## config.mk

```make
export PLATFORM = sky130hd
export DESIGN_NAME = jls_div
export DESIGN_NICKNAME = d
export VERILOG_FILES = /design/src/rtl/core/jls_pkg.sv /design/src/rtl/core/jls_div.sv
export SDC_FILE = /design/constraint.sdc
export NUM_CORES = 1
export LEC_CHECK = 0
export BUFFER_PORTS_ARGS = -buffer_cell sky130_fd_sc_hd__buf_2
export CAP_MARGIN = 0
export CORE_AREA = 2 2 137 193
export DETAILED_ROUTE_END_ITERATION = 12
export DIE_AREA = 0 0 139 195
export PLACE_DENSITY_LB_ADDON = 0.1
export SYNTH_ARGS = -nofsm -noshare
export SYNTH_HDL_FRONTEND = slang
export SYNTH_SLANG_ARGS = --single-unit
```

## constraint.sdc

```tcl
create_clock -name clk -period 10.7 [get_ports clk]
set_clock_uncertainty 0.2 [all_clocks]
set_input_delay 0.535 -clock clk [delete_from_list [all_inputs] [get_ports clk]]
set_output_delay 0.535 -clock clk [all_outputs]
set_load 0.03 [all_outputs]
```

## src/rtl/core/jls_pkg.sv

```systemverilog
// shared constants, types and helpers for the jacobi solver core
package jls_pkg;
	localparam int Size = 4;
	localparam int IdxW = $clog2(Size);
	localparam int CoefDepth = Size * (Size + 1);
	localparam int CoefAw = $clog2(CoefDepth);
	localparam int MatAw = $clog2(Size * Size);
	localparam logic [7:0] ResetIterations = 8'd20;
	localparam logic signed [63:0] QMax = 64'sd2147483647;
	localparam logic signed [63:0] QMin = -64'sd2147483648;

	typedef enum logic [3:0] {
		ST_LOAD,
		ST_DREAD,
		ST_DWAIT,
		ST_NREAD,
		ST_NWAIT,
		ST_DIV,
		ST_DSTORE,
		ST_SWEEP_INIT,
		ST_MREAD,
		ST_MWAIT,
		ST_MUL,
		ST_ACC,
		ST_ROWEND,
		ST_OUT
	} state_t;

	typedef struct packed {
		logic        start;
		logic signed [31:0] num;
		logic signed [31:0] den;
	} div_req_t;

	typedef struct packed {
		logic        busy;
		logic        done;
		logic signed [63:0] quot;
	} div_rsp_t;

	function automatic logic signed [31:0] sat32(input logic signed [63:0] v);
		logic signed [31:0] r;
		if (v > QMax) r = 32'sh7fffffff;
		else if (v < QMin) r = 32'sh80000000;
		else r = v[31:0];
		return r;
	endfunction
endpackage

```

## src/rtl/core/jls_div.sv

```systemverilog
// radix-2 restoring divider for (n * 2^16) / d, truncated toward zero
module jls_div (
	input  logic              clk,
	input  logic              arst_n,
	input  jls_pkg::div_req_t req,
	output jls_pkg::div_rsp_t rsp
);
	import jls_pkg::*;

	logic [47:0] dvd_q;
	logic [31:0] dvs_q;
	logic [32:0] rem_q;
	logic [47:0] quo_q;
	logic [5:0]  cnt_q;
	logic        neg_q;
	logic        busy_q;
	logic        done_q;
	logic [32:0] trial;
	logic [32:0] shifted;
	logic [63:0] nabs;
	logic [31:0] dabs;

	always_comb begin
		nabs = req.num[31] ? -{{32{req.num[31]}}, req.num} : {{32{1'b0}}, req.num};
		dabs = req.den[31] ? 32'(-req.den) : req.den;
		shifted = {rem_q[31:0], dvd_q[47]};
		trial = shifted - {1'b0, dvs_q};
	end

	always_ff @(posedge clk or negedge arst_n) begin
		if (!arst_n) begin
			busy_q <= 1'b0;
			done_q <= 1'b0;
			cnt_q <= '0;
		end else begin
			done_q <= 1'b0;
			if (req.start && !busy_q) begin
				busy_q <= 1'b1;
				cnt_q <= 6'd48;
			end else if (busy_q) begin
				cnt_q <= cnt_q - 6'd1;
				if (cnt_q == 6'd1) begin
					busy_q <= 1'b0;
					done_q <= 1'b1;
				end
			end
		end
	end

	always_ff @(posedge clk) begin
		if (req.start && !busy_q) begin
			dvd_q <= {nabs[31:0], 16'd0};
			dvs_q <= dabs;
			rem_q <= '0;
			quo_q <= '0;
			neg_q <= req.num[31] ^ req.den[31];
		end else if (busy_q) begin
			dvd_q <= {dvd_q[46:0], 1'b0};
			if (!trial[32]) begin
				rem_q <= trial;
				quo_q <= {quo_q[46:0], 1'b1};
			end else begin
				rem_q <= shifted;
				quo_q <= {quo_q[46:0], 1'b0};
			end
		end
	end

	assign rsp.busy = busy_q;
	assign rsp.done = done_q;
	assign rsp.quot = neg_q ? -$signed({16'd0, quo_q}) : $signed({16'd0, quo_q});
endmodule

```

# Yosys cells after proc, flatten, opt, wreduce, memory -nomap -nowiden
# Index checks and enable logic that the tools add are counted.
[word_totals]
reg_bits = 153
latch_bits = 0
ram_bits = 0
rom_bits = 0
in_bits = 67
output_inout_bits = 66
word_cells = 34
n_memories = 0
[classes]
add_sub_neg = 5
multipliers = 0
n_div = 0
order_cmp = 0
n_eq_ne = 1
n_shift = 0
mux = 15
bitwise = 1
reduce_logical = 3
[ops]
columns = ["operator", "count"]
rows = [
  ["48-bit 2-to-1 mux", 2],
  ["32-bit 2-to-1 mux", 2],
  ["64-bit 2-to-1 mux", 1],
  ["32-bit negator", 2],
  ["48-bit negator with 64-bit output", 1],
  ["33-bit by 32-bit subtractor with 33-bit output", 1],
  ["31-bit 2-to-1 mux", 1],
  ["6-bit 2-to-1 mux", 2],
  ["1-bit 2-to-1 mux", 7],
  ["6-bit by 1-bit == test with 1-bit output (second input constant)", 1],
  ["6-bit by 1-bit subtractor with 6-bit output (second input constant)", 1],
  ["2-bit nonzero test", 1],
  ["1-bit logical AND", 1],
  ["1-bit logical NOT", 1],
  ["1-bit bitwise XOR", 1],
]

# Longest topological paths before layout
[depth]
depth_word = 4
mapped_depth = 12
mapped_depth_nobuf = 11

# Worst setup path before layout
# OpenSTA, ideal clock, no wires.
[synth_path]
path_type = "register to output"
startpoint = "reg quo_q[6]"
endpoint = "out rsp[47] (netlist name)"
arrival_time_ns = 3.451
required_time_ns = 9.965
setup_slack_ns = 6.514
path_stages_with_launch = 10
n_path_buf = 1
path_cell_list = "dfxtp_1 -> or4_4 -> or3b_1 -> or4_4 -> or4_4 -> or3_4 -> or2_1 -> buf_6 -> o31ai_4 -> xnor2_1"
[synth_rtl]
columns = ["item", "line", "source"]
rows = [
  ["start, declared", "jls_div.sv:13", "logic [47:0] quo_q;"],
  ["start signal, assigned", "jls_div.sv:61", "quo_q <= {quo_q[46:0], 1'b1};"],
  ["start signal, assigned", "jls_div.sv:64", "quo_q <= {quo_q[46:0], 1'b0};"],
  ["end, declared", "jls_div.sv:6", "output jls_pkg::div_rsp_t rsp"],
]

==> impl_metrics.env <==
export IMPL_layout_drive_gt1_share_pct=15.1
export IMPL_io_pins=133
export IMPL_wire_length_of_the_first_global_routing_pass_um=39000
export IMPL_initial_core_utilization_pct=39.7
export IMPL_power_sequential_fraction_pct=32.4
export IMPL_clock_latency_ps=440
export IMPL_power_combinational_fraction_pct=50.4
export IMPL_synth_largest_area_cell="sky130_fd_sc_hd__edfxtp_1"
export IMPL_finalSetupViolCount=0
export IMPL_most_frequent_cell_after_synthesis="sky130_fd_sc_hd__nand2_1"
export IMPL_route_detailed_wl_per_inst_um=14.7
export IMPL_power_report_internal_total_w=0.00185
export IMPL_result_of_the_run="completed"
export IMPL_dp_final_hpwl_um=17200
export IMPL_worstSetupStartpointType="flop"
export IMPL_avgViaCountPerCell=5.24
export IMPL_setup_bufs_post_cts=0
export IMPL_avgSynthCellArea_um2=8.38
export IMPL_arrival_ps=4160
export IMPL_design_die_area_um2=27100
export IMPL_diodes=0
export IMPL_synth_largest_type_area_fraction_pct=19.5
export IMPL_netSwitchingPower_w=0.00146
export IMPL_most_used_dff_post_synth="sky130_fd_sc_hd__dfxtp_1"
export IMPL_timing_final_hold_violations=0
export IMPL_register_bit_count_reported_by_yosys=153
export IMPL_hold_path_class="input pin to flop"
export IMPL_antenna_violating_nets_post_route=0
export IMPL_worst_hold_startpoint="req[0]"
export IMPL_detailroute_via_count=8483
export IMPL_synth_seq_area_share_pct=37.5
export IMPL_fin_crit_ps=4900
export IMPL_cts_sink_count=153
export IMPL_rr_endpoint="rem_q[26]"
export IMPL_grt_total_usage_pct=17.3
export IMPL_fin_crit_sh_pct=45.8
export IMPL_ir_drop_mv=0.147
export IMPL_synth_cell_type_count=67
export IMPL_clkTransAtPathRegs_ps=70
export IMPL_sw_frac_of_total_pct=44.1
export IMPL_cts_root_to_sink_buffers=2
export IMPL_synthCells=1193
export IMPL_placement_io_buffers=132
export IMPL_final_max_slew_viol_count=0
export IMPL_die_y_um=195
export IMPL_crit_fanout=10
export IMPL_crit_path_end_kind="output port"
export IMPL_power_per_cell_area_nw_per_um2=290
export IMPL_area_growth_syn_to_layout_pct=14.2
export IMPL_via_count_of_the_first_global_routing_pass=8105
export IMPL_numCtsBuffers=17
export IMPL_maxSlewHeadroom_pct=35.2
export IMPL_worstRegToRegCells=11
export IMPL_crit_type="flop to output port"
export IMPL_fmaxAchievable_mhz=204
export IMPL_slew_at_the_pin_with_the_worst_max_slew_slack_ps=972
export IMPL_post_route_cell_area_um2=11400
export IMPL_fin_tns_setup_ps=0
export IMPL_initialDrtViolationCount=358
export IMPL_worst_hold_end="dvs_q[0]"
export IMPL_synth_edf_count=65
export IMPL_globalRouteOverflowTotal=0
export IMPL_layout_nets=1391
export IMPL_yosys_warnings=0
export IMPL_post_synth_most_frequent_cells="sky130_fd_sc_hd__nand2_1, sky130_fd_sc_hd__o21ai_0, sky130_fd_sc_hd__xnor2_1"
export IMPL_clock_root_buffer="sky130_fd_sc_hd__clkbuf_16"
export IMPL_number_of_maximum_capacitance_constraint_violations=0
export IMPL_asyncSetResetFlopFracSynth_pct=5.23
export IMPL_cts_resized=0
export IMPL_drtPass1Iterations=4
export IMPL_hold_path_depth=1
export IMPL_coreArea_um2=25200
export IMPL_dpl_cell_area_um2=10900
export IMPL_finalWeightedCongestion=0.850
export IMPL_grt_antenna_before_repair=0
export IMPL_syn_cell_area_um2=10000
export IMPL_clkPwrFrac_pct=17.3
export IMPL_tritoncts_clock_tree="yes"
export IMPL_largest_net_degree_at_the_start_of_global_routing=76
export IMPL_leakage_nw=4.65
export IMPL_wl_um=23800
export IMPL_net_count_after_synthesis=1298
export IMPL_dominant_cells_by_area_after_synthesis="sky130_fd_sc_hd__edfxtp_1, sky130_fd_sc_hd__dfxtp_1, sky130_fd_sc_hd__nand2_1, sky130_fd_sc_hd__xnor2_1, sky130_fd_sc_hd__o21ai_0"
export IMPL_worst_r2r_startpoint="dvs_q[25]"
export IMPL_die_x_um=139
export IMPL_unrepaired_setup_endpoints_after_global_routing="no"
export IMPL_cts_htree_levels=4
export IMPL_worst_r2r_setup_slack_ps=7180
export IMPL_timing_critical_path_required_ps=9970
export IMPL_rows=69
export IMPL_drc_errors=0
[worst max-delay path, cell delays in order, from the launching register on]
cell and delay (ps):
sky130_fd_sc_hd__dfxtp_1 370, sky130_fd_sc_hd__or4_1 580, sky130_fd_sc_hd__or3_1 390, sky130_fd_sc_hd__or4_4 560
sky130_fd_sc_hd__or4_4 480, sky130_fd_sc_hd__or3_4 380, sky130_fd_sc_hd__or2_1 370, sky130_fd_sc_hd__o31ai_4 230
sky130_fd_sc_hd__xnor2_1 140, sky130_fd_sc_hd__buf_2 220
[cell type report]
cell class	count	area (um^2)
Sequential cell	153	3750
Tap cell	319	399
Multi-Input combinational cell	916	5760
Clock buffer	18	439
Timing Repair Buffer	142	738
Fill cell	2505	13800
Inverter	56	210
Clock inverter	14	110
[power by group through the flow]
stage | clock network (W) | logic (W) | registers (W)
after floorplan | 0 | 0.00133 | 0.00102
after global placement | 0 | 0.00166 | 0.00107
after detailed placement | 0 | 0.00168 | 0.00108
after CTS | 0.000591 | 0.00168 | 0.00107
after global routing | 0.000616 | 0.00186 | 0.00111
final | 0.000571 | 0.00167 | 0.00107
[how the worst max path moves through the flow]
stage | to | start | slack [ps] | cells past startpoint
after floorplan | rsp[47] | quo_q[6] | 6510 | 9
after global placement | rsp[47] | quo_q[14] | 6300 | 9
after detailed placement | rsp[47] | quo_q[14] | 6260 | 9
after CTS | rsp[47] | quo_q[14] | 5770 | 9
after global routing | rsp[47] | quo_q[14] | 5620 | 9
final | rsp[47] | quo_q[14] | 5800 | 9
[logic make-up (layout without fill, tap and decap cells)]
group	count (synthesis)	after routing	share of synthesized area, %
compound gates	323	323	20.1
xor+xnor	131	131	11.5
fa+ha+maj	38	38	4.83
buf+inv	124	230	4.88
flops	153	153	37.5
mux	27	27	2.70
simple gates	397	397	18.5
[registers in the layout, indices dropped and copies added, names as in the netlist]
name	flops
cnt_q	6
dvs_q	32
neg_q	1
dvd_q	32
rem_q	32
done_q	1
busy_q	1
quo_q	48
[per-layer routing]
layer | vias to the layer above | GRT usage [%] | part of all wire, %
li1 | 4412 | - | -
met1 | 3897 | 21.4 | 45
met2 | 152 | 30.9 | 50
met3 | 22 | 2.97 | 3.4
met4 | 0 | 5.13 | 1.6
met5 | - | 0 | 0
[repair_timing]
action                                  4_1_cts  5_1_grt
hold buffers                                  1        0
endpoints found under the hold margin         8        0
endpoints found under the setup margin        0        0
[cells in the final DEF, fill, tap and decap left out, types with 9 or more instances in the layout]
cell type                   count
sky130_fd_sc_hd__a21o_1        11
sky130_fd_sc_hd__a21oi_1       41
sky130_fd_sc_hd__buf_2        132
sky130_fd_sc_hd__buf_4          9
sky130_fd_sc_hd__clkbuf_16     17
sky130_fd_sc_hd__dfxtp_1       80
sky130_fd_sc_hd__edfxtp_1      65
sky130_fd_sc_hd__ha_1          37
sky130_fd_sc_hd__inv_1         55
sky130_fd_sc_hd__mux2i_1       27
sky130_fd_sc_hd__nand2_1      231
sky130_fd_sc_hd__nand2b_1       9
sky130_fd_sc_hd__nand3_1       17
sky130_fd_sc_hd__nor2_1        36
sky130_fd_sc_hd__nor3_1        15
sky130_fd_sc_hd__o211ai_1       9
sky130_fd_sc_hd__o21a_1        11
sky130_fd_sc_hd__o21ai_0      152
sky130_fd_sc_hd__o31a_1         9
sky130_fd_sc_hd__o31ai_1       33
sky130_fd_sc_hd__o41ai_1       16
sky130_fd_sc_hd__or3_1         16
sky130_fd_sc_hd__or4_1         15
sky130_fd_sc_hd__xnor2_1       93
sky130_fd_sc_hd__xor2_1        38
[per-stage QoR]
step / hold slack, ps / utilization, % / std cells / worst slack (ps) / power (W)
2_1_floorplan: 39.4 / - / 1193 / 6510 / 0.00235
3_3_place_gp: 190 / 43.1 / 1585 / 6300 / 0.00274
6_report: 123 / 45.3 / 1618 / 5800 / 0.00331
3_5_place_dp: 191 / 43.1 / 1585 / 6260 / 0.00276
5_1_grt: 115 / 45.3 / 1618 / 5620 / 0.00358
4_1_cts: 103 / 45.3 / 1618 / 5770 / 0.00335
Note: power is estimated with default switching activity, not from simulation.
